$ cat src/rtl/core/backlight_fade_controller_unit_defines.svh
// assertion macros shared by the backlight fade controller rtl
`ifndef BACKLIGHT_FADE_CONTROLLER_UNIT_DEFINES_SVH
`define BACKLIGHT_FADE_CONTROLLER_UNIT_DEFINES_SVH

`ifndef SYNTHESIS

// property checked while out of reset
`define BFC_ASSERT(lbl, clk, rst_n, prop) \
    lbl: assert property (@(posedge clk) disable iff (!(rst_n)) prop) \
        else $error("bfc assertion failed");

// property checked on every edge, reset included
`define BFC_ASSERT_ALWAYS(lbl, clk, prop) \
    lbl: assert property (@(posedge clk) prop) \
        else $error("bfc assertion failed");

`else

`define BFC_ASSERT(lbl, clk, rst_n, prop)
`define BFC_ASSERT_ALWAYS(lbl, clk, prop)

`endif

`endif

$ cat src/rtl/core/bfc_pkg.sv
`timescale 1ns / 1ps
`default_nettype none

package bfc_pkg;

    // field widths
    localparam int W_OPCODE   = 4;
    localparam int W_LEVEL    = 16;
    localparam int W_HOLD     = 20;
    localparam int W_INTERVAL = 8;
    localparam int W_HELD     = 3;
    localparam int W_MODE     = 2;
    localparam int W_CFG_IDX  = 3;
    localparam int W_CFG_DATA = 20;

    // default parameter values
    localparam int P_FULL_SCALE   = 65535;
    localparam int P_WINDOW_DEPTH = 5;
    localparam int P_FADE_DIVISOR = 20;

    // register reset values
    localparam logic [W_LEVEL-1:0]    RST_USER_LEVEL = 16'd65535;
    localparam logic [W_HOLD-1:0]     RST_HOLD_TICKS = 20'd3000;
    localparam logic [W_INTERVAL-1:0] RST_INTERVAL   = 8'd25;

    // most buttons that may be held at once
    localparam logic [W_HELD-1:0] MAX_HELD = 3'd4;

    typedef enum logic [W_OPCODE-1:0] {
        OP_PRESS         = 4'd0,
        OP_RELEASE       = 4'd1,
        OP_INTERACT      = 4'd2,
        OP_FORCE         = 4'd3,
        OP_REQUEST       = 4'd4,
        OP_RESET_USER    = 4'd5,
        OP_RESET_TIMED   = 4'd6,
        OP_TOGGLE_ENABLE = 4'd7,
        OP_TOGGLE_AMBIENT = 4'd8,
        OP_ALLOW         = 4'd9,
        OP_TICK          = 4'd10,
        OP_SAMPLE        = 4'd11
    } t_opcode;

    typedef enum logic [W_CFG_IDX-1:0] {
        CFG_USER_LEVEL   = 3'd0,
        CFG_HOLD_TICKS   = 3'd1,
        CFG_FADE_INTERVAL = 3'd2,
        CFG_DYNAMIC_MODE = 3'd3,
        CFG_DARK_LIMIT   = 3'd4
    } t_cfg_idx;

    typedef struct packed {
        t_opcode              opcode;
        logic                 flag;
        logic                 ambient_bright;
        logic                 power_save;
        logic [W_LEVEL-1:0]   ambient_level;
    } t_item;

    typedef struct packed {
        logic [W_LEVEL-1:0]   brightness;
        logic [W_MODE-1:0]    mode;
        logic                 level_changed;
        logic                 count_error;
    } t_result;

    typedef struct packed {
        logic [W_LEVEL-1:0]    user_level;
        logic [W_HOLD-1:0]     hold_ticks;
        logic [W_INTERVAL-1:0] fade_interval;
        logic                  dynamic_mode;
        logic [W_LEVEL-1:0]    dark_limit;
    } t_cfg;

endpackage

`default_nettype wire

$ cat src/rtl/core/bfc_item_if.sv
`timescale 1ns / 1ps
`default_nettype none

interface bfc_item_if;

    logic                          valid;
    logic                          ready;
    logic [bfc_pkg::W_OPCODE-1:0]  opcode;
    logic                          flag;
    logic                          ambient_bright;
    logic                          power_save;
    logic [bfc_pkg::W_LEVEL-1:0]   ambient_level;

    modport source (
        output valid, opcode, flag, ambient_bright, power_save, ambient_level,
        input  ready
    );

    modport sink (
        input  valid, opcode, flag, ambient_bright, power_save, ambient_level,
        output ready
    );

endinterface

`default_nettype wire

$ cat src/rtl/core/bfc_result_if.sv
`timescale 1ns / 1ps
`default_nettype none

interface bfc_result_if;

    logic                          valid;
    logic                          ready;
    logic [bfc_pkg::W_LEVEL-1:0]   brightness;
    logic [bfc_pkg::W_MODE-1:0]    mode;
    logic                          level_changed;
    logic                          count_error;

    modport source (
        output valid, brightness, mode, level_changed, count_error,
        input  ready
    );

    modport sink (
        input  valid, brightness, mode, level_changed, count_error,
        output ready
    );

endinterface

`default_nettype wire

$ cat src/rtl/core/backlight_fade_controller_unit.sv
`timescale 1ns / 1ps
// backlight fade controller
// events enter on the item channel (valid/ready): button press and release,
// user requests, setting toggles, allow changes, ambient samples and 1 ms
// ticks. every accepted item gives exactly one beat on the result channel
// carrying brightness, mode, level_changed and count_error.
// registers are written through i_cfg_we / i_cfg_idx / i_cfg_data; the user
// must only write them while idle; the block itself does not enforce it.
// a write takes effect at the edge it is presented. an item is held in the
// input register; its result is computed by the controller logic and lands
// in the result register. throughput: one item per cycle while results are
// taken; the controller state is updated in the same cycle the result
// register is loaded, so back-to-back items see it. a stalled receiver holds
// the result register; the input register still takes one more item, after
// which ready drops until the result is taken. reset (synchronous, active
// low) puts the light off at level zero, clears the button count, the forced,
// allow and gate flags and sample window, sets enable, loads register defaults.
`default_nettype none

module backlight_fade_controller_unit #(
    parameter int FULL_SCALE   = bfc_pkg::P_FULL_SCALE,
    parameter int WINDOW_DEPTH = bfc_pkg::P_WINDOW_DEPTH,
    parameter int FADE_DIVISOR = bfc_pkg::P_FADE_DIVISOR
) (
    input  wire logic                           i_clk,
    input  wire logic                           i_rst_n,
    bfc_item_if.sink                            i_item,
    bfc_result_if.source                        o_result,
    input  wire logic                           i_cfg_we,
    input  wire logic [bfc_pkg::W_CFG_IDX-1:0]  i_cfg_idx,
    input  wire logic [bfc_pkg::W_CFG_DATA-1:0] i_cfg_data
);

    logic              r_item_vld;
    bfc_pkg::t_item    r_item;
    logic              r_res_vld;
    bfc_pkg::t_result  r_res;
    bfc_pkg::t_cfg     r_cfg;
    bfc_pkg::t_result  w_res;
    logic              w_adv;
    logic              w_take;
    logic              w_dark;

    // item moves on when the result register is free or being emptied
    assign w_adv  = r_item_vld && (!r_res_vld || o_result.ready);
    assign w_take = i_item.valid && i_item.ready;
    assign i_item.ready = !r_item_vld || w_adv;

    // input register
    always_ff @(posedge i_clk) begin
        if (!i_rst_n) begin
            r_item_vld <= 1'b0;
        end else if (w_take) begin
            r_item_vld <= 1'b1;
        end else if (w_adv) begin
            r_item_vld <= 1'b0;
        end
    end

    always_ff @(posedge i_clk) begin
        if (w_take) begin
            r_item.opcode         <= bfc_pkg::t_opcode'(i_item.opcode);
            r_item.flag           <= i_item.flag;
            r_item.ambient_bright <= i_item.ambient_bright;
            r_item.power_save     <= i_item.power_save;
            r_item.ambient_level  <= i_item.ambient_level;
        end
    end

    // configuration registers
    always_ff @(posedge i_clk) begin
        if (!i_rst_n) begin
            r_cfg.user_level    <= bfc_pkg::RST_USER_LEVEL;
            r_cfg.hold_ticks    <= bfc_pkg::RST_HOLD_TICKS;
            r_cfg.fade_interval <= bfc_pkg::RST_INTERVAL;
            r_cfg.dynamic_mode  <= 1'b0;
            r_cfg.dark_limit    <= '0;
        end else if (i_cfg_we) begin
            case (bfc_pkg::t_cfg_idx'(i_cfg_idx))
                bfc_pkg::CFG_USER_LEVEL: begin
                    r_cfg.user_level <= i_cfg_data[bfc_pkg::W_LEVEL-1:0];
                end
                bfc_pkg::CFG_HOLD_TICKS: begin
                    r_cfg.hold_ticks <= i_cfg_data[bfc_pkg::W_HOLD-1:0];
                end
                bfc_pkg::CFG_FADE_INTERVAL: begin
                    r_cfg.fade_interval <= i_cfg_data[bfc_pkg::W_INTERVAL-1:0];
                end
                bfc_pkg::CFG_DYNAMIC_MODE: begin
                    r_cfg.dynamic_mode <= i_cfg_data[0];
                end
                bfc_pkg::CFG_DARK_LIMIT: begin
                    r_cfg.dark_limit <= i_cfg_data[bfc_pkg::W_LEVEL-1:0];
                end
                default: begin
                end
            endcase
        end
    end

    // ambient sample window and dark-zone test
    bfc_window #(
        .WINDOW_DEPTH (WINDOW_DEPTH)
    ) u_window (
        .i_clk    (i_clk),
        .i_rst_n  (i_rst_n),
        .i_shift  (w_adv && (r_item.opcode == bfc_pkg::OP_SAMPLE)),
        .i_sample (r_item.ambient_level),
        .i_limit  (r_cfg.dark_limit),
        .o_dark   (w_dark)
    );

    // mode, level and timing control
    bfc_fsm #(
        .FULL_SCALE   (FULL_SCALE),
        .FADE_DIVISOR (FADE_DIVISOR)
    ) u_fsm (
        .i_clk    (i_clk),
        .i_rst_n  (i_rst_n),
        .i_adv    (w_adv),
        .i_item   (r_item),
        .i_cfg    (r_cfg),
        .i_dark   (w_dark),
        .o_res    (w_res)
    );

    // result register
    always_ff @(posedge i_clk) begin
        if (!i_rst_n) begin
            r_res_vld <= 1'b0;
        end else if (w_adv) begin
            r_res_vld <= 1'b1;
        end else if (o_result.ready) begin
            r_res_vld <= 1'b0;
        end
    end

    always_ff @(posedge i_clk) begin
        if (w_adv) begin
            r_res <= w_res;
        end
    end

    assign o_result.valid         = r_res_vld;
    assign o_result.brightness    = r_res.brightness;
    assign o_result.mode          = r_res.mode;
    assign o_result.level_changed = r_res.level_changed;
    assign o_result.count_error   = r_res.count_error;

endmodule

`default_nettype wire

$ cat src/rtl/core/bfc_window.sv
`timescale 1ns / 1ps
`include "backlight_fade_controller_unit_defines.svh"
`default_nettype none

module bfc_window #(
    parameter int WINDOW_DEPTH = bfc_pkg::P_WINDOW_DEPTH
) (
    input  wire logic                        i_clk,
    input  wire logic                        i_rst_n,
    input  wire logic                        i_shift,
    input  wire logic [bfc_pkg::W_LEVEL-1:0] i_sample,
    input  wire logic [bfc_pkg::W_LEVEL-1:0] i_limit,
    output logic                             o_dark
);

    localparam int FW = $clog2(WINDOW_DEPTH + 1);

    logic [bfc_pkg::W_LEVEL-1:0] r_win [WINDOW_DEPTH];
    logic [FW-1:0]               r_fill;
    logic [WINDOW_DEPTH-1:0]     w_ok;

    // sample shift line, newest at the front
    always_ff @(posedge i_clk) begin
        if (i_shift) begin
            r_win[0] <= i_sample;
            for (int i = 1; i < WINDOW_DEPTH; i++) begin
                r_win[i] <= r_win[i-1];
            end
        end
    end

    // fill count saturates at the window depth
    always_ff @(posedge i_clk) begin
        if (!i_rst_n) begin
            r_fill <= '0;
        end else if (i_shift && (r_fill != FW'(WINDOW_DEPTH))) begin
            r_fill <= r_fill + 1'b1;
        end
    end

    // per-tap dark test, empty taps do not count
    always_comb begin
        for (int i = 0; i < WINDOW_DEPTH; i++) begin
            w_ok[i] = (FW'(i) >= r_fill) || (r_win[i] <= i_limit);
        end
    end

    assign o_dark = (r_fill != '0) && (&w_ok);

    `BFC_ASSERT(a_fill_after_shift, i_clk, i_rst_n, i_shift |=> (r_fill != '0))
    `BFC_ASSERT(a_fill_bound, i_clk, i_rst_n, $past(r_fill) == FW'(WINDOW_DEPTH) |-> r_fill == FW'(WINDOW_DEPTH))

endmodule

`default_nettype wire

$ cat src/rtl/core/bfc_fsm.sv
`timescale 1ns / 1ps
`include "backlight_fade_controller_unit_defines.svh"
`default_nettype none

module bfc_fsm #(
    parameter int FULL_SCALE   = bfc_pkg::P_FULL_SCALE,
    parameter int FADE_DIVISOR = bfc_pkg::P_FADE_DIVISOR
) (
    input  wire logic             i_clk,
    input  wire logic             i_rst_n,
    input  wire logic             i_adv,
    input  wire bfc_pkg::t_item   i_item,
    input  wire bfc_pkg::t_cfg    i_cfg,
    input  wire logic             i_dark,
    output bfc_pkg::t_result      o_res
);

    localparam int WL = bfc_pkg::W_LEVEL;
    localparam int WH = bfc_pkg::W_HOLD;

    // fixed target levels
    localparam logic [WL-1:0] LP_LEVEL  = WL'(FULL_SCALE * 25 / 100);
    localparam logic [WL-1:0] DIM_LEVEL = WL'(FULL_SCALE * 10 / 100);

    // reciprocal for the fade step divide, exact over the full level range
    localparam int      DIV_SH  = WL + $clog2(FADE_DIVISOR);
    localparam longint  RECIP_L = ((longint'(1) << DIV_SH) + longint'(FADE_DIVISOR) - 1)
                                  / longint'(FADE_DIVISOR);
    localparam int      WR      = WL + 1;
    localparam logic [WR-1:0] RECIP = WR'(RECIP_L);
    localparam int      WP      = WL + WR;

    typedef enum logic [bfc_pkg::W_MODE-1:0] {
        MODE_ON     = 2'd0,
        MODE_TIMED  = 2'd1,
        MODE_FADING = 2'd2,
        MODE_OFF    = 2'd3
    } t_mode;

    t_mode                        r_mode, n_mode;
    logic [WL-1:0]                r_level, n_level;
    logic [WL-1:0]                r_step, n_step;
    logic [WH-1:0]                r_countdown, n_countdown;
    logic [bfc_pkg::W_HELD-1:0]   r_held, n_held;
    logic                         r_forced, n_forced;
    logic                         r_permitted, n_permitted;
    logic                         r_enabled, n_enabled;
    logic                         r_gate, n_gate;

    logic                         w_err;
    logic                         w_go;
    t_mode                        w_go_mode;
    logic                         w_ok_cur, w_ok_en, w_ok_gate;
    logic [WL-1:0]                w_target;
    logic [WP-1:0]                w_prod;
    logic [WL-1:0]                w_quot;
    logic [WL-1:0]                w_step_use;

    function automatic logic f_light_ok(
        input logic permitted,
        input logic enabled,
        input logic gate,
        input logic level_zero,
        input logic bright
    );
        return permitted && enabled && !(gate && level_zero && bright);
    endfunction

    // light allowed, with the current settings and with either toggle applied
    always_comb begin
        w_ok_cur  = f_light_ok(r_permitted, r_enabled, r_gate, r_level == '0,
                               i_item.ambient_bright);
        w_ok_en   = f_light_ok(r_permitted, !r_enabled, r_gate, r_level == '0,
                               i_item.ambient_bright);
        w_ok_gate = f_light_ok(r_permitted, r_enabled, !r_gate, r_level == '0,
                               i_item.ambient_bright);
    end

    // target intensity by precedence
    always_comb begin
        if (i_item.power_save) begin
            w_target = LP_LEVEL;
        end else if (i_cfg.dynamic_mode && i_dark) begin
            w_target = DIM_LEVEL;
        end else begin
            w_target = i_cfg.user_level;
        end
    end

    // fade step from the level at fade entry, never below one
    always_comb begin
        w_prod = WP'(r_level) * WP'(RECIP);
        w_quot = WL'(w_prod >> DIV_SH);
        if (r_mode == MODE_FADING) begin
            w_step_use = r_step;
        end else if (w_quot == '0) begin
            w_step_use = WL'(1);
        end else begin
            w_step_use = w_quot;
        end
    end

    // event decode: flag updates and the requested transition
    always_comb begin
        n_held      = r_held;
        n_forced    = r_forced;
        n_permitted = r_permitted;
        n_enabled   = r_enabled;
        n_gate      = r_gate;
        w_err       = 1'b0;
        w_go        = 1'b0;
        w_go_mode   = MODE_OFF;
        case (i_item.opcode)
            bfc_pkg::OP_PRESS: begin
                if (r_held == bfc_pkg::MAX_HELD) begin
                    n_held = '0;
                    w_err  = 1'b1;
                end else begin
                    n_held = r_held + 1'b1;
                end
                if (w_ok_cur) begin
                    w_go      = 1'b1;
                    w_go_mode = MODE_ON;
                end
            end
            bfc_pkg::OP_RELEASE: begin
                if (r_held == '0) begin
                    w_err = 1'b1;
                end else begin
                    n_held = r_held - 1'b1;
                end
                if ((n_held == '0) && (r_mode == MODE_ON) && !r_forced) begin
                    w_go      = 1'b1;
                    w_go_mode = MODE_TIMED;
                end
            end
            bfc_pkg::OP_INTERACT: begin
                if ((r_held == '0) && (r_mode != MODE_ON) && w_ok_cur) begin
                    w_go      = 1'b1;
                    w_go_mode = MODE_TIMED;
                end
            end
            bfc_pkg::OP_FORCE: begin
                n_forced = i_item.flag;
                if (i_item.flag) begin
                    w_go      = 1'b1;
                    w_go_mode = MODE_ON;
                end else if (r_held == '0) begin
                    w_go      = 1'b1;
                    w_go_mode = MODE_OFF;
                end
            end
            bfc_pkg::OP_REQUEST: begin
                n_forced = i_item.flag;
                if (i_item.flag) begin
                    if (w_ok_cur) begin
                        w_go      = 1'b1;
                        w_go_mode = MODE_ON;
                    end
                end else if (r_held == '0) begin
                    w_go      = 1'b1;
                    w_go_mode = MODE_OFF;
                end
            end
            bfc_pkg::OP_RESET_USER: begin
                if (r_forced) begin
                    n_forced = 1'b0;
                    if (r_held == '0) begin
                        w_go      = 1'b1;
                        w_go_mode = MODE_OFF;
                    end
                end
            end
            bfc_pkg::OP_RESET_TIMED: begin
                if (r_forced) begin
                    n_forced = 1'b0;
                    if (w_ok_cur) begin
                        w_go      = 1'b1;
                        w_go_mode = MODE_TIMED;
                    end
                end
            end
            bfc_pkg::OP_TOGGLE_ENABLE: begin
                n_enabled = !r_enabled;
                w_go      = 1'b1;
                w_go_mode = w_ok_en ? MODE_TIMED : MODE_OFF;
            end
            bfc_pkg::OP_TOGGLE_AMBIENT: begin
                n_gate    = !r_gate;
                w_go      = 1'b1;
                w_go_mode = (w_ok_gate && !i_item.ambient_bright) ? MODE_TIMED : MODE_OFF;
            end
            bfc_pkg::OP_ALLOW: begin
                if (r_permitted && !i_item.flag) begin
                    w_go      = 1'b1;
                    w_go_mode = MODE_OFF;
                end
                n_permitted = i_item.flag;
            end
            bfc_pkg::OP_TICK: begin
                if (r_countdown == WH'(1)) begin
                    w_go      = 1'b1;
                    w_go_mode = MODE_FADING;
                end
            end
            default: begin
            end
        endcase
    end

    // transition: level, step and countdown for the new mode
    always_comb begin
        n_mode  = r_mode;
        n_level = r_level;
        n_step  = r_step;
        if ((i_item.opcode == bfc_pkg::OP_TICK) && (r_countdown != '0)) begin
            n_countdown = r_countdown - 1'b1;
        end else begin
            n_countdown = r_countdown;
        end
        if (w_go) begin
            case (w_go_mode)
                MODE_ON: begin
                    n_mode      = MODE_ON;
                    n_level     = w_target;
                    n_countdown = '0;
                end
                MODE_TIMED: begin
                    n_mode      = MODE_TIMED;
                    n_level     = w_target;
                    n_countdown = (i_cfg.hold_ticks == '0) ? WH'(1) : i_cfg.hold_ticks;
                end
                MODE_FADING: begin
                    n_step = w_step_use;
                    if (r_level <= w_step_use) begin
                        n_mode      = MODE_OFF;
                        n_level     = '0;
                        n_countdown = '0;
                    end else begin
                        n_mode      = MODE_FADING;
                        n_level     = r_level - w_step_use;
                        n_countdown = (i_cfg.fade_interval == '0) ? WH'(1)
                                                                  : WH'(i_cfg.fade_interval);
                    end
                end
                default: begin
                    n_mode      = MODE_OFF;
                    n_level     = '0;
                    n_countdown = '0;
                end
            endcase
        end
    end

    // result of this beat
    always_comb begin
        o_res.brightness    = n_level;
        o_res.mode          = n_mode;
        o_res.level_changed = (n_level != r_level);
        o_res.count_error   = w_err;
    end

    // controller state
    always_ff @(posedge i_clk) begin
        if (!i_rst_n) begin
            r_mode      <= MODE_OFF;
            r_level     <= '0;
            r_step      <= '0;
            r_countdown <= '0;
            r_held      <= '0;
            r_forced    <= 1'b0;
            r_permitted <= 1'b0;
            r_enabled   <= 1'b1;
            r_gate      <= 1'b0;
        end else if (i_adv) begin
            r_mode      <= n_mode;
            r_level     <= n_level;
            r_step      <= n_step;
            r_countdown <= n_countdown;
            r_held      <= n_held;
            r_forced    <= n_forced;
            r_permitted <= n_permitted;
            r_enabled   <= n_enabled;
            r_gate      <= n_gate;
        end
    end

    `BFC_ASSERT(a_off_is_dark, i_clk, i_rst_n, (r_mode == MODE_OFF) |-> (r_level == '0))
    `BFC_ASSERT(a_countdown_mode, i_clk, i_rst_n, (r_countdown != '0) |-> (r_mode == MODE_TIMED || r_mode == MODE_FADING))
    `BFC_ASSERT(a_fade_step_set, i_clk, i_rst_n, (r_mode == MODE_FADING) |-> (r_step != '0))
    `BFC_ASSERT_ALWAYS(a_reset_off, i_clk, $past(!i_rst_n) |-> (r_mode == MODE_OFF && r_countdown == '0))

endmodule

`default_nettype wire

$ cat src/flat_wrapper.sv
// flat-port wrapper written by rule: the top's interface ports become plain ports
module backlight_fade_controller_unit_flat 
#(
    parameter int FULL_SCALE   = bfc_pkg::P_FULL_SCALE,
    parameter int WINDOW_DEPTH = bfc_pkg::P_WINDOW_DEPTH,
    parameter int FADE_DIVISOR = bfc_pkg::P_FADE_DIVISOR
)
  (i_clk, i_rst_n, i_cfg_we, i_cfg_idx, i_cfg_data, i_item_valid, i_item_opcode, i_item_flag, i_item_ambient_bright, i_item_power_save, i_item_ambient_level, i_item_ready, o_result_valid, o_result_brightness, o_result_mode, o_result_level_changed, o_result_count_error, o_result_ready);
  bfc_item_if i_item_i ();
  bfc_result_if o_result_i ();
  input  wire logic i_clk;
  input  wire logic i_rst_n;
  input  wire logic i_cfg_we;
  input  wire logic [bfc_pkg::W_CFG_IDX-1:0] i_cfg_idx;
  input  wire logic [bfc_pkg::W_CFG_DATA-1:0] i_cfg_data;
  input wire logic [$bits(i_item_i.valid)-1:0] i_item_valid;
  input wire logic [$bits(i_item_i.opcode)-1:0] i_item_opcode;
  input wire logic [$bits(i_item_i.flag)-1:0] i_item_flag;
  input wire logic [$bits(i_item_i.ambient_bright)-1:0] i_item_ambient_bright;
  input wire logic [$bits(i_item_i.power_save)-1:0] i_item_power_save;
  input wire logic [$bits(i_item_i.ambient_level)-1:0] i_item_ambient_level;
  output wire logic [$bits(i_item_i.ready)-1:0] i_item_ready;
  output wire logic [$bits(o_result_i.valid)-1:0] o_result_valid;
  output wire logic [$bits(o_result_i.brightness)-1:0] o_result_brightness;
  output wire logic [$bits(o_result_i.mode)-1:0] o_result_mode;
  output wire logic [$bits(o_result_i.level_changed)-1:0] o_result_level_changed;
  output wire logic [$bits(o_result_i.count_error)-1:0] o_result_count_error;
  input wire logic [$bits(o_result_i.ready)-1:0] o_result_ready;
  assign i_item_i.valid = i_item_valid;
  assign i_item_i.opcode = i_item_opcode;
  assign i_item_i.flag = i_item_flag;
  assign i_item_i.ambient_bright = i_item_ambient_bright;
  assign i_item_i.power_save = i_item_power_save;
  assign i_item_i.ambient_level = i_item_ambient_level;
  assign i_item_ready = i_item_i.ready;
  assign o_result_valid = o_result_i.valid;
  assign o_result_brightness = o_result_i.brightness;
  assign o_result_mode = o_result_i.mode;
  assign o_result_level_changed = o_result_i.level_changed;
  assign o_result_count_error = o_result_i.count_error;
  assign o_result_i.ready = o_result_ready;
  backlight_fade_controller_unit #(.FULL_SCALE(FULL_SCALE), .WINDOW_DEPTH(WINDOW_DEPTH), .FADE_DIVISOR(FADE_DIVISOR)) u_core (.i_clk(i_clk), .i_rst_n(i_rst_n), .i_item(i_item_i), .o_result(o_result_i), .i_cfg_we(i_cfg_we), .i_cfg_idx(i_cfg_idx), .i_cfg_data(i_cfg_data));
endmodule
$ cat config.mk
export PLATFORM = sky130hd
export DESIGN_NAME = backlight_fade_controller_unit_flat
export DESIGN_NICKNAME = d
export VERILOG_FILES = /design/src/rtl/core/bfc_pkg.sv /design/src/rtl/core/bfc_item_if.sv /design/src/rtl/core/bfc_result_if.sv /design/src/rtl/core/backlight_fade_controller_unit.sv /design/src/rtl/core/bfc_window.sv /design/src/rtl/core/bfc_fsm.sv /design/src/flat_wrapper.sv
export VERILOG_INCLUDE_DIRS = /design/src /design/src/rtl/core
export SDC_FILE = /design/constraint.sdc
export NUM_CORES = 1
export LEC_CHECK = 0
export ABC_CLOCK_PERIOD_IN_PS = 9500
export BUFFER_PORTS_ARGS = -buffer_cell sky130_fd_sc_hd__buf_2
export CORE_AREA = 5 5 207 209
export CTS_CLUSTER_DIAMETER = 40
export DETAILED_ROUTE_END_ITERATION = 10
export DIE_AREA = 0 0 212 214
export SLEW_MARGIN = 20
export SYNTH_ARGS = -nofsm -noshare
export SYNTH_HDL_FRONTEND = slang
export SYNTH_SLANG_ARGS = --single-unit
$ cat constraint.sdc
create_clock -name i_clk -period 9.5 [get_ports i_clk]
set_input_delay 1.425 -clock i_clk [delete_from_list [all_inputs] [get_ports i_clk]]
set_output_delay 1.425 -clock i_clk [all_outputs]
set_load 0.05 [all_outputs]
==> results.txt, run 1 <==
----------------------------------------------------
[STA]
  Skew final ... about 0.027 ns
  Final hold violation count ... 0
  Highest Clock Rate ... 107.7 MHz
  Max_slew headroom ... 26.56%
  Share of the clock period used by the worst path ... 97.71%
  Pins over their slew limit ... 0
  Post-Route Hold Slack ... 0.4172 ns
  Transition at the pin with the smallest max-transition slack ... 1.102 ns
  Worst path setup slack after routing ... 0.2179 ns
  Min Tclk post-route ... around 9.3 ns
  Number of setup violations in the final report ... 0

[Status]
  Status ... complete, no violations

[Place]
  Final weighted congestion in routability-driven placement ... 0.9153
  Input/output buffers ... 72
  Post-place setup slack ... -0.06207 ns
  Half-perimeter wire length of the detailed placement result ... 40,500 um

[Worst setup path]
  Biggest cell delay along the critical path ... about 0.52 ns
  Most used cell along the critical path ... fa_1
  Arrival time of the worst setup path ... about 9.5 ns
  Startpoint kind of the worst setup timing path ... flop
  Critical Path RT ... 9.75 ns
  Worst Path Class, Setup ... flop to flop
  Critical path peak fanout ... 6
  Critical-path cell with the highest stage delay ... fa_1
  Critical path endpoint category ... flop

[Synthesis]
  Register bit total from synthesis ... 250
  Cell type with the largest total area after synthesis ... edfxtp_1
  Area share of the largest cell type after synthesis ... 20.46%
  Ranking of synthesized cells by area ... edfxtp_1 20%, ha_1 17%, dfxtp_1 14%
  Number of flops mapped to enable cells by yosys ... 123
  Mapped Nets ... 2,318
  Synthesized area ... 18,050 sq um
  Distinct cell type count of the synthesized netlist ... 86
  Sequential element share of the synthesized area ... 34.54%
  Share of flip-flops with an asynchronous set or reset ... 0%
  Most frequent cell after synthesis ... ha_1
  Post-synthesis average cell area ... 9.301 sq um
  Leading post-synthesis cells by instance count ... 245 x ha_1, 239 x nand2_1, 220 x inv_1
  Warning count from the yosys run ... 0
  Commonest register cell after synthesis ... dfxtp_1
  Post-synthesis cell count ... about 1.9k

[Global routing]
  Overall track demand over capacity in global routing ... 22.38%
  Vias in the first global route ... around 14k
  Final global-route overflow total ... 0
  Largest net degree at the start of global routing ... between 80 and 90
  Antenna violations before repair ... 0
  Global-route wire length before repair ... 81,240 um

[Cells and area]
  Area growth, synth to finish ... 18.95%
  Nets ... 2,465
  Share of the core filled with cells ... 52.84%
  Filler cell count ... 3,643
  N_diodes ... 0
  Share of layout cells above drive strength 1 ... between 10% and 20%

[Clocking]
  CTS HTree Levels ... 2
  Cell at the root of the clock tree ... clkbuf_16
  TritonCTS clock tree ... yes
  Clock insertion delay at the later pin of the skew report ... 0.53 ns
  Clock buffers created by TritonCTS ... 36
  Clock sinks ... 250
  Clk slew on worst S/H paths ... around 0.050 ns
  Clock Tree Buf Depth ... 3
  CTS Hold Bufs ... 0

[Routing]
  DRC violation count after routing ... 0
  WL per Instance ... 19.85 um
  Final wirelength ... between 50,000 and 60,000 um
  Number of nets with antenna violations after detailed routing ... 0
  TritonRoute pass-1 iters ... 5
  Vias per inst ... 5.587
  Violation count after the first detailed-route iteration ... ~1.2k
  Via Count ... 14.79k

[Power and ir drop]
  Pleak ... ~9.3 nW
  Total power draw ... ~3.8 mW
  Sequential share of power ... 31.3%
  Pwr Density ... 176.2 nW/um^2
  Pint ... 2.495 mW
  Clock network power share ... 34.9%
  Net switching fraction of the power ... 34.06%
  Comb power frac ... 33.8%
  Reported net switching power ... about 1.3 mW
  Maximum VDD drop ... 115.6 uV

[Flow run]
  Max-cap viol count ... 0

[Floorplan]
  Chip width ... ~210 um
  Floorplan die area ... 45,370 sq um
  Height of the die ... about 210 um
  Std cell rows ... 74
  Starting utilization of the core area ... 44.42%
  Core ar. ... 40,650 sq um
  Number of ports placed on the die boundary ... 73

[Min path]
  Classification of the worst-slack hold path ... flop to flop

----------------------------------------------------
## layout make-up
type	count	area [sq um]	share of cell area [%]
sequential	250	6262	29.16
tap	532	665.6	3.100
timing repair buffer	176	1181	5.500
inverter	222	838.3	3.904
multi-input combinational	1402	11340	52.81
clock buffer	43	979.7	4.562
clock inverter	22	206.4	0.9613
## per-stage QoR
stage / TNS [ns] / std cells / cell area [sq um]
2_1_floorplan: 0 / 1941 / 18050
3_3_place_gp: 0 / 2565 / 19470
3_5_place_dp: -0.06207 / 2565 / 19470
4_1_cts: 0 / 2630 / 20670
5_1_grt: -0.1276 / 2647 / 21480
6_report: 0 / 2647 / 21480
## cells by family (layout without fill, tap and decap cells)
logic type | after synthesis | count (layout) | synth area share, %
mux | 7 | 7 | 0.3950
compound gates | 421 | 421 | 15.52
flops | 250 | 250 | 34.54
xor+xnor | 43 | 43 | 2.086
buf+inv | 289 | 463 | 6.168
fa+ha+maj | 328 | 328 | 26.07
simple gates | 603 | 603 | 15.22
## layout by cell type (no fill, tap or decap), types with 30 or more instances in the layout
master,count
nand2_1,236
ha_1,215
inv_1,203
nor2_1,135
edfxtp_1,123
a21oi_1,120
dfxtp_1,116
buf_4,99
fa_1,78
buf_2,72
o21ai_0,67
nand3_1,55
clkbuf_16,38
nor3_1,36
a211oi_1,32
nand4_1,30
## critical path, delay by kind of cell (launching register included)
kind	cells	cell delay, ns
fa+ha+maj	9	3.56
compound gates	11	2.71
simple gates	11	1.65
buf+inv	7	0.60
flops	1	0.32
xor+xnor	1	0.17
## per-layer routing
metal,vias up,GRT usage (%),wire length [um]
met3,86,4.067,3031
met5,-,0,0
met4,0,5.905,1376
met2,433,35.41,24180
li1,7180,-,-
met1,7089,31.72,23950
## power groups by stage
stage | sequential [mW] | combinational, mW | clock, mW
2_1_floorplan | 1.22 | 0.713 | 0
3_3_place_gp | 1.21 | 1.08 | 0
3_5_place_dp | 1.21 | 1.09 | 0
4_1_cts | 1.18 | 1.11 | 1.35
5_1_grt | 1.19 | 1.41 | 1.39
6_report | 1.19 | 1.28 | 1.32
## repair_timing
item	CTS	global route
cloned	0	0
resized for setup	2	142
setup endpoints to repair	1	43
buffers inserted	0	18
pin swaps	1	64
## flip-flops by register name (all words and copies together), names as in the netlist, 3 cells and up, named ones only
name / flops
u_core.u_window.r_win: 80
u_core.r_cfg: 61
u_core.r_item: 23
u_core.u_fsm.r_countdown: 20
u_core.o_result.brightness: 16
u_core.u_fsm.r_level: 16
u_core.u_fsm.r_step: 16
u_core.u_window.r_fill: 3
## final timing paths
kind | from | endpoint | slack [ns] | cells past startpoint
worst max-delay path | u_core.u_fsm.r_level[7]$_SDFFE_PN0P_ | u_core.o_result.level_changed$_DFFE_PP_ | 0.22 | 39
worst min-delay path | u_core.r_item[5]$_DFFE_PP_ | u_core.u_window.r_win[0][5]$_DFFE_PP_ | 0.42 | 0
worst max register to register | u_core.u_fsm.r_level[7]$_SDFFE_PN0P_ | u_core.o_result.level_changed$_DFFE_PP_ | 0.22 | 39
worst min register to register | u_core.r_item[5]$_DFFE_PP_ | u_core.u_window.r_win[0][5]$_DFFE_PP_ | 0.42 | 0
Power figures use the tool's default switching activity.
==> run 2: changes to the inputs <==
--- a/config.mk
+++ b/config.mk
@@ -8,10 +8,13 @@
 export LEC_CHECK = 0
 export ABC_CLOCK_PERIOD_IN_PS = 9500
 export BUFFER_PORTS_ARGS = -buffer_cell sky130_fd_sc_hd__buf_2
-export CORE_AREA = 5 5 207 209
+export CELL_PAD_IN_SITES_DETAIL_PLACEMENT = 0
+export CELL_PAD_IN_SITES_GLOBAL_PLACEMENT = 1
+export CORE_AREA = 2 2 204 206
 export CTS_CLUSTER_DIAMETER = 40
 export DETAILED_ROUTE_END_ITERATION = 10
-export DIE_AREA = 0 0 212 214
+export DIE_AREA = 0 0 206 208
+export PLACE_DENSITY_LB_ADDON = 0.1
 export SLEW_MARGIN = 20
 export SYNTH_ARGS = -nofsm -noshare
 export SYNTH_HDL_FRONTEND = slang
==> run 2 against run 1 <==
Compared with the run above:
- count of clock-buffer cells in the layout rose by 14
- clock power is 34% higher
- total power grew 10%
- register-to-register slack improved by 0.08 ns
- critical path depth up 3
- first-iteration DRC count increased by 0.24%
- final cell count grew 0.60%
- wire length up 4.5%
- combinational power decreased by 5%
==> results.txt, run 2 (synthesis gave the netlist of run 1 again) <==
----------------------------------------------------
[Routing]
  Number of nets with antenna violations after detailed routing ... 0 (unchanged)
  Via Count ... 14.94k (+1.0%)
  TritonRoute pass-1 iters ... 6 (+1)
  WL per Instance ... 20.62 um (+3.9%)
  Violation count after the first detailed-route iteration ... 1,232 (+0.24%)
  Vias per inst ... 5.611 (+0.43%)
  Final wirelength ... 54,910 um (+4.5%)
  DRC violation count after routing ... 0 (unchanged)

[Power and ir drop]
  Pwr Density ... 192.8 nW/um^2 (+9.4%)
  Reported net switching power ... 1.334 mW (+3.5%)
  Pint ... 2.842 mW (+14%)
  Sequential share of power ... 28.4% (-2.9 points)
  Comb power frac ... 29.1% (-4.7 points)
  Pleak ... 9.397 nW (+1.3%)
  Net switching fraction of the power ... 31.95% (-2.1 points)
  Clock network power share ... 42.5% (+7.6 points)
  Maximum VDD drop ... 141.0 uV (+22%)

[Worst setup path]
  Biggest cell delay along the critical path ... 0.56 ns (+0.04 ns)
  FF-to-FF Start ... u_core.u_fsm.r_level[3]$_SDFFE_PN0P_
  Critical path peak fanout ... 5 (-1)
  Arrival time of the worst setup path ... 9.50 ns (-0.03 ns)
  Startpoint kind of the worst setup timing path ... flop
  Source of the critical timing path ... u_core.u_fsm.r_level[3]$_SDFFE_PN0P_
  Critical Path RT ... 9.80 ns (+0.05 ns)
  Crit path max-delay family ... adder cells
  Most used cell along the critical path ... nor2_1
  Number of buffer and inverter stages on the critical path ... 8 (+1)
  Critical path endpoint category ... flop
  Critical-path cell with the highest stage delay ... fa_2
  Worst Path Class, Setup ... flop to flop

[Clocking]
  TritonCTS clock tree ... yes
  Clock sinks ... 250 (unchanged)
  Clock insertion delay at the later pin of the skew report ... 0.56 ns (+0.03 ns)
  Clock Tree Buf Depth ... 3 (unchanged)
  CTS Hold Bufs ... 0 (unchanged)
  Clk slew on worst S/H paths ... 0.06 ns (about the same)
  CTS HTree Levels ... 2 (unchanged)
  Clock buffers created by TritonCTS ... 46 (+28%)
  Cell at the root of the clock tree ... clkbuf_16

[STA]
  Min Tclk post-route ... 9.203 ns (-0.07876 ns)
  Pins over their slew limit ... 0 (unchanged)
  Transition at the pin with the smallest max-transition slack ... 1.090 ns (-0.01169 ns)
  Number of setup violations in the final report ... 0 (unchanged)
  Worst path setup slack after routing ... 0.2967 ns (+0.07876 ns)
  Final hold violation count ... 0 (unchanged)
  Max_slew headroom ... 26.31% (-0.24 points)
  Share of the clock period used by the worst path ... 96.88% (-0.83 points)
  Skew final ... 0.01323 ns (-0.01354 ns)
  Highest Clock Rate ... 108.7 MHz (+0.86%)

[Place]
  Half-perimeter wire length of the detailed placement result ... 42,340 um (+4.5%)
  Input/output buffers ... 72 (unchanged)
  DP Cell Count ... 2,561 (-0.16%)
  Final weighted congestion in routability-driven placement ... 0.9277 (+1.4%)
  Post-place setup slack ... -0.06509 ns (-0.003021 ns)

[Cells and area]
  Final instance count without filler cells ... 2,663 (+0.60%)
  Number of flip-flops in the largest register ... 80 (unchanged)
  Area growth, synth to finish ... 19.98%
  Registers with the most flip-flops ... u_core.u_window.r_win: 80 flops, u_core.r_cfg: 61 flops, u_core.r_item: 23 flops
  Largest register by flop count ... u_core.u_window.r_win
  Share of the core filled with cells ... 53.41% (+0.58 points)
  Most used cells in the layout excluding fill and tap cells ... 237 x nand2_1, 221 x ha_1, 215 x inv_1
  Nets ... 2,471 (+0.24%)
  Leading cell type in the layout, fill and taps excluded ... nand2_1
  N_diodes ... 0 (unchanged)
  Share of layout cells above drive strength 1 ... 16.14% (-0.97 points)

[Flow run]
  Max-cap viol count ... 0 (unchanged)

[Floorplan]
  Height of the die ... 208 um (-2.8%)
  Std cell rows ... 74 (unchanged)
  Starting utilization of the core area ... 44.52% (+0.10 points)
  Floorplan die area ... 42,850 sq um (-5.6%)
  Core ar. ... 40,550 sq um (-0.23%)
  Number of ports placed on the die boundary ... 73 (unchanged)
  Chip width ... 206 um (-2.8%)

[Min path]
  Start point of the worst hold path ... u_core.r_item[6]$_DFFE_PP_
  Classification of the worst-slack hold path ... flop to flop

[Global routing]
  Vias in the first global route ... 14.68k (+1.8%)
  Final global-route overflow total ... 0 (unchanged)
  Antenna violations before repair ... 0 (unchanged)
  Global-route wire length before repair ... 84,070 um (+3.5%)
  Overall track demand over capacity in global routing ... 25.71% (+3.3 points)
  Largest net degree at the start of global routing ... 89 (+7.2%)

[Status]
  Status ... complete, no violations

----------------------------------------------------
[run 2: cell types whose count changed in the layout (fill, tap and decap cells not counted), moves of 3 or more]
cell	before	now
clkbuf_16	38	50
inv_2	17	7
dfxtp_4	5	2
buf_6	2	6
ha_1	215	221
dfxtp_2	6	9
ha_4	26	15
clkinvlp_4	1	7
inv_1	203	215
buf_4	99	92
ha_2	4	9
bufinv_16	2	8
clkinv_1	3	0
[run 2: final timing paths]
path                                                           endpoint  slack [ns]  cells after the start
worst max register to register  u_core.o_result.level_changed$_DFFE_PP_        0.30                     42
worst min register to register    u_core.u_window.r_win[0][6]$_DFFE_PP_        0.42                      0
worst max-delay path            u_core.o_result.level_changed$_DFFE_PP_        0.30                     42
worst min-delay path              u_core.u_window.r_win[0][6]$_DFFE_PP_        0.42                      0
[run 2: worst register-to-register path, delay by kind of cell (launching register included)]
family | cells | cell delay (ns)
AND/OR/NAND/NOR | 13 | 1.47
adder cells (fa/ha/maj) | 9 | 3.57
AO/OA/AOI/OAI | 12 | 2.83
buffers and inverters | 8 | 0.68
flip-flops | 1 | 0.38
[run 2: repair_timing]
action / in CTS / in global routing
gates cloned: 0 / 0
setup buffers: 3 / 13
pin swaps: 4 / 36
endpoints found under the hold margin: 0 / 0
gates resized for setup: 7 / 80
endpoints found under the setup margin: 1 / 43
[run 2: cell type report]
cell class	instances	area [sq um]
Clock inverter	28	394.1
Timing Repair Buffer	172	1166
Clock buffer	57	1287
Inverter	222	833.3
Multi-Input combinational cell	1402	11060
Fill cell	3741	18890
Sequential cell	250	6255
Tap cell	532	665.6
[run 2: power by group through the flow]
stage                     Clock (mW)  Sequential, mW  Combinational [mW]
after floorplan                    0            1.22               0.713
after global placement             0            1.21                1.10
after detailed placement           0            1.21                1.11
after CTS                       1.81            1.19                1.13
after global routing            1.86            1.19                1.35
final                           1.77            1.19                1.21
[run 2: layer usage]
| layer | part of all wire (%) | vias up | global-route usage (%) |
|---|---|---|---|
| met5 | 0 | - | 0 |
| met4 | 2.6 | 0 | 7.808 |
| met3 | 7.2 | 88 | 5.091 |
| met2 | 44 | 461 | 38.51 |
| met1 | 46 | 7190 | 37.28 |
| li1 | - | 7202 | - |
[run 2: per-stage QoR]
| stage | hold slack [ns] | TNS, ns | area (sq um) | total power, mW |
|---|---|---|---|---|
| floorplan | 0.4003 | 0 | 18050 | 1.931 |
| global route | 0.4236 | -0.1168 | 21660 | 4.391 |
| detailed placement | 0.4052 | -0.06509 | 19440 | 2.312 |
| finish | 0.4223 | 0 | 21660 | 4.175 |
| global placement | 0.4042 | 0 | 19440 | 2.307 |
| CTS | 0.4204 | 0 | 21180 | 4.126 |
==> run 3: changes to the inputs <==
--- a/config.mk
+++ b/config.mk
@@ -6,7 +6,7 @@
 export SDC_FILE = /design/constraint.sdc
 export NUM_CORES = 1
 export LEC_CHECK = 0
-export ABC_CLOCK_PERIOD_IN_PS = 9500
+export ABC_CLOCK_PERIOD_IN_PS = 9450
 export BUFFER_PORTS_ARGS = -buffer_cell sky130_fd_sc_hd__buf_2
 export CELL_PAD_IN_SITES_DETAIL_PLACEMENT = 0
 export CELL_PAD_IN_SITES_GLOBAL_PLACEMENT = 1
@@ -14,6 +14,7 @@
 export CTS_CLUSTER_DIAMETER = 40
 export DETAILED_ROUTE_END_ITERATION = 10
 export DIE_AREA = 0 0 206 208
+export MAX_ROUTING_LAYER = met4
 export PLACE_DENSITY_LB_ADDON = 0.1
 export SLEW_MARGIN = 20
 export SYNTH_ARGS = -nofsm -noshare
==> constraint.sdc (replaced) <==
create_clock -name i_clk -period 9.45 [get_ports i_clk]
set_input_delay 1.4175 -clock i_clk [delete_from_list [all_inputs] [get_ports i_clk]]
set_output_delay 1.4175 -clock i_clk [all_outputs]
set_load 0.05 [all_outputs]
==> run 3 against run 2 <==
Compared with the run above:
- sequential power barely moved
- count of clock-buffer cells in the layout decreased by 1
- maximum frequency increased by 1.1%
- utilization grew 1.0 points
- first-iteration DRC count decreased by 4.3%
- flip-flop and latch count is the same
- largest power group unchanged
- highest routed layer unchanged
==> results.txt, run 3 (synthesis gave the netlist of run 1 again) <==
----------------------------------------------------
[Global routing]
  Vias in the first global route ... 14.81k (+0.91%)
  Largest net degree at the start of global routing ... 83 (-6.7%)
  Global-route wire length before repair ... 85,010 um (+1.1%)
  Antenna violations before repair ... 1 (+1)
  Overall track demand over capacity in global routing ... 26.71% (+1.0 points)
  Final global-route overflow total ... 0 (unchanged)

[Routing]
  TritonRoute pass-1 iters ... 5 (-1)
  Final wirelength ... 55,690 um (+1.4%)
  DRC violation count after routing ... 0 (unchanged)
  Vias per inst ... 5.624 (+0.23%)
  Violation count after the first detailed-route iteration ... 1,179 (-4.3%)
  WL per Instance ... 20.66 um (+0.18%)
  Via Count ... 15.16k (+1.5%)
  Number of nets with antenna violations after detailed routing ... 0 (unchanged)

[Place]
  Input/output buffers ... 72 (unchanged)
  Half-perimeter wire length of the detailed placement result ... 43,010 um (+1.6%)
  Placed cell areas ... 19,620 sq um (+0.93%)
  Final weighted congestion in routability-driven placement ... 0.9323 (+0.50%)
  Post-place setup slack ... -0.1592 ns (-0.09410 ns)

[Clocking]
  CTS Hold Bufs ... 0 (unchanged)
  Clock insertion delay at the later pin of the skew report ... 0.59 ns (+0.03 ns)
  Clock buffers created by TritonCTS ... 46 (unchanged)
  TritonCTS clock tree ... yes
  Clock sinks ... 250 (unchanged)
  Clk slew on worst S/H paths ... 0.06 ns (about the same)
  Cell at the root of the clock tree ... clkbuf_16
  Clock Tree Buf Depth ... 3 (unchanged)
  CTS HTree Levels ... 2 (unchanged)

[STA]
  Max_slew headroom ... 32.39% (+6.1 points)
  Worst path setup slack after routing ... 0.3471 ns (+0.05044 ns)
  Share of the clock period used by the worst path ... 96.33% (-0.55 points)
  Transition at the pin with the smallest max-transition slack ... 1.001 ns (-0.08853 ns)
  Number of setup violations in the final report ... 0 (unchanged)
  Skew final ... 0.02600 ns (+0.01277 ns)
  Pins over their slew limit ... 0 (unchanged)
  Min Tclk post-route ... 9.103 ns (-0.1004 ns)
  Final total negative setup slack ... 0 ns (unchanged)
  Highest Clock Rate ... 109.9 MHz (+1.1%)
  Final hold violation count ... 0 (unchanged)

[Floorplan]
  Height of the die ... 208 um (unchanged)
  Chip width ... 206 um (unchanged)
  Std cell rows ... 74 (unchanged)
  Core ar. ... 40,550 sq um (unchanged)
  Starting utilization of the core area ... 44.52% (unchanged)
  Floorplan die area ... 42,850 sq um (unchanged)
  Number of ports placed on the die boundary ... 73 (unchanged)

[Power and ir drop]
  Pleak ... 9.597 nW (+2.1%)
  Reported net switching power ... 1.430 mW (+7.2%)
  Net switching fraction of the power ... 33.94% (+2.0 points)
  Clock network power share ... 40.7% (-1.8 points)
  Maximum VDD drop ... 147.0 uV (+4.2%)
  Pwr Density ... 190.9 nW/um^2 (-0.96%)
  Sequential share of power ... 28.3% (about the same)
  Comb power frac ... 31.0% (+1.9 points)
  Pint ... 2.784 mW (-2.0%)

[Worst setup path]
  Critical Path RT ... 9.77 ns (-0.03 ns)
  Worst Path Class, Setup ... flop to flop
  Critical path endpoint category ... flop
  Critical path peak fanout ... 5 (unchanged)
  Startpoint kind of the worst setup timing path ... flop
  Critical-path cell with the highest stage delay ... fa_1
  Arrival time of the worst setup path ... 9.42 ns (-0.08 ns)
  Biggest cell delay along the critical path ... 0.56 ns (about the same)

[Flow run]
  Max-cap viol count ... 0 (unchanged)

[Cells and area]
  Largest register by flop count ... u_core.u_window.r_win
  Area of all placed cells without fillers ... 22,070 sq um (+1.9%)
  Area growth, synth to finish ... 22.27%
  Share of layout cells above drive strength 1 ... 18.90% (+2.8 points)
  Number of flip-flops in the largest register ... 80 (unchanged)
  Share of the core filled with cells ... 54.43% (+1.0 points)
  Leading cell type in the layout, fill and taps excluded ... nand2_1
  Most used cells in the layout excluding fill and tap cells ... 236 x nand2_1, 219 x ha_1, 202 x inv_1
  Registers with the most flip-flops ... u_core.u_window.r_win: 80 flops, u_core.r_cfg: 61 flops, u_core.r_item: 23 flops
  Nets ... 2,503 (+1.3%)
  N_diodes ... 0 (unchanged)

[Min path]
  Classification of the worst-slack hold path ... flop to flop

[Status]
  Status ... complete, no violations

----------------------------------------------------
## run 3: worst paths after layout
kind                                                           start                                 endpoint  slack (ns)  cells past startpoint
worst max-delay path            u_core.u_fsm.r_level[2]$_SDFFE_PN0P_  u_core.o_result.level_changed$_DFFE_PP_        0.35                     38
worst min-delay path                     u_core.r_item[15]$_DFFE_PP_   u_core.u_window.r_win[0][15]$_DFFE_PP_        0.42                      0
worst max register to register  u_core.u_fsm.r_level[2]$_SDFFE_PN0P_  u_core.o_result.level_changed$_DFFE_PP_        0.35                     38
worst min register to register           u_core.r_item[15]$_DFFE_PP_   u_core.u_window.r_win[0][15]$_DFFE_PP_        0.42                      0
## run 3: cell type report
| cell class | instances | area, sq um |
|---|---|---|
| Fill cell | 3692 | 18480 |
| Multi-Input combinational cell | 1402 | 11250 |
| Sequential cell | 250 | 6267 |
| Timing Repair Buffer | 204 | 1414 |
| Clock buffer | 56 | 1292 |
| Inverter | 222 | 839.6 |
| Tap cell | 532 | 665.6 |
| Clock inverter | 30 | 340.3 |
## run 3: what timing repair did
action	4_1_cts	5_1_grt
endpoints found under the setup margin	8	43
gates cloned	0	0
hold endpoints to repair	0	0
pin swaps	5	61
buffers inserted	2	23
gates resized for setup	22	109
## run 3: power groups by stage
| stage | logic [mW] | clock network, mW | registers, mW |
|---|---|---|---|
| 6_report | 1.31 | 1.71 | 1.19 |
| 5_1_grt | 1.45 | 1.79 | 1.20 |
| 4_1_cts | 1.18 | 1.75 | 1.19 |
| 3_5_place_dp | 1.14 | 0 | 1.21 |
| 3_3_place_gp | 1.14 | 0 | 1.21 |
| 2_1_floorplan | 0.717 | 0 | 1.22 |
## run 3: per-stage QoR
stage | hold WS, ns | std cells | total power, mW
6_report | 0.4181 | 2696 | 4.214
5_1_grt | 0.4262 | 2696 | 4.435
3_5_place_dp | 0.4045 | 2585 | 2.355
3_3_place_gp | 0.4046 | 2585 | 2.354
4_1_cts | 0.4192 | 2673 | 4.119
2_1_floorplan | 0.4003 | 1941 | 1.941
## run 3: per-layer routing
metal  wire, um  vias to the layer above  track usage [%]
li1           -                     7284                -
met1      26920                     7416            38.14
met2      24640                      382            39.12
met3       2931                       79            4.339
met4       1199                        0            7.217
met5          0                        -                -
## run 3: worst max-delay path: cells and delay by family, from the launching register on
kind	cells	cell delay, ns
buf+inv	7	0.77
fa+ha+maj	9	3.43
simple gates	8	1.05
compound gates	12	2.96
xor+xnor	2	0.30
flops	1	0.34
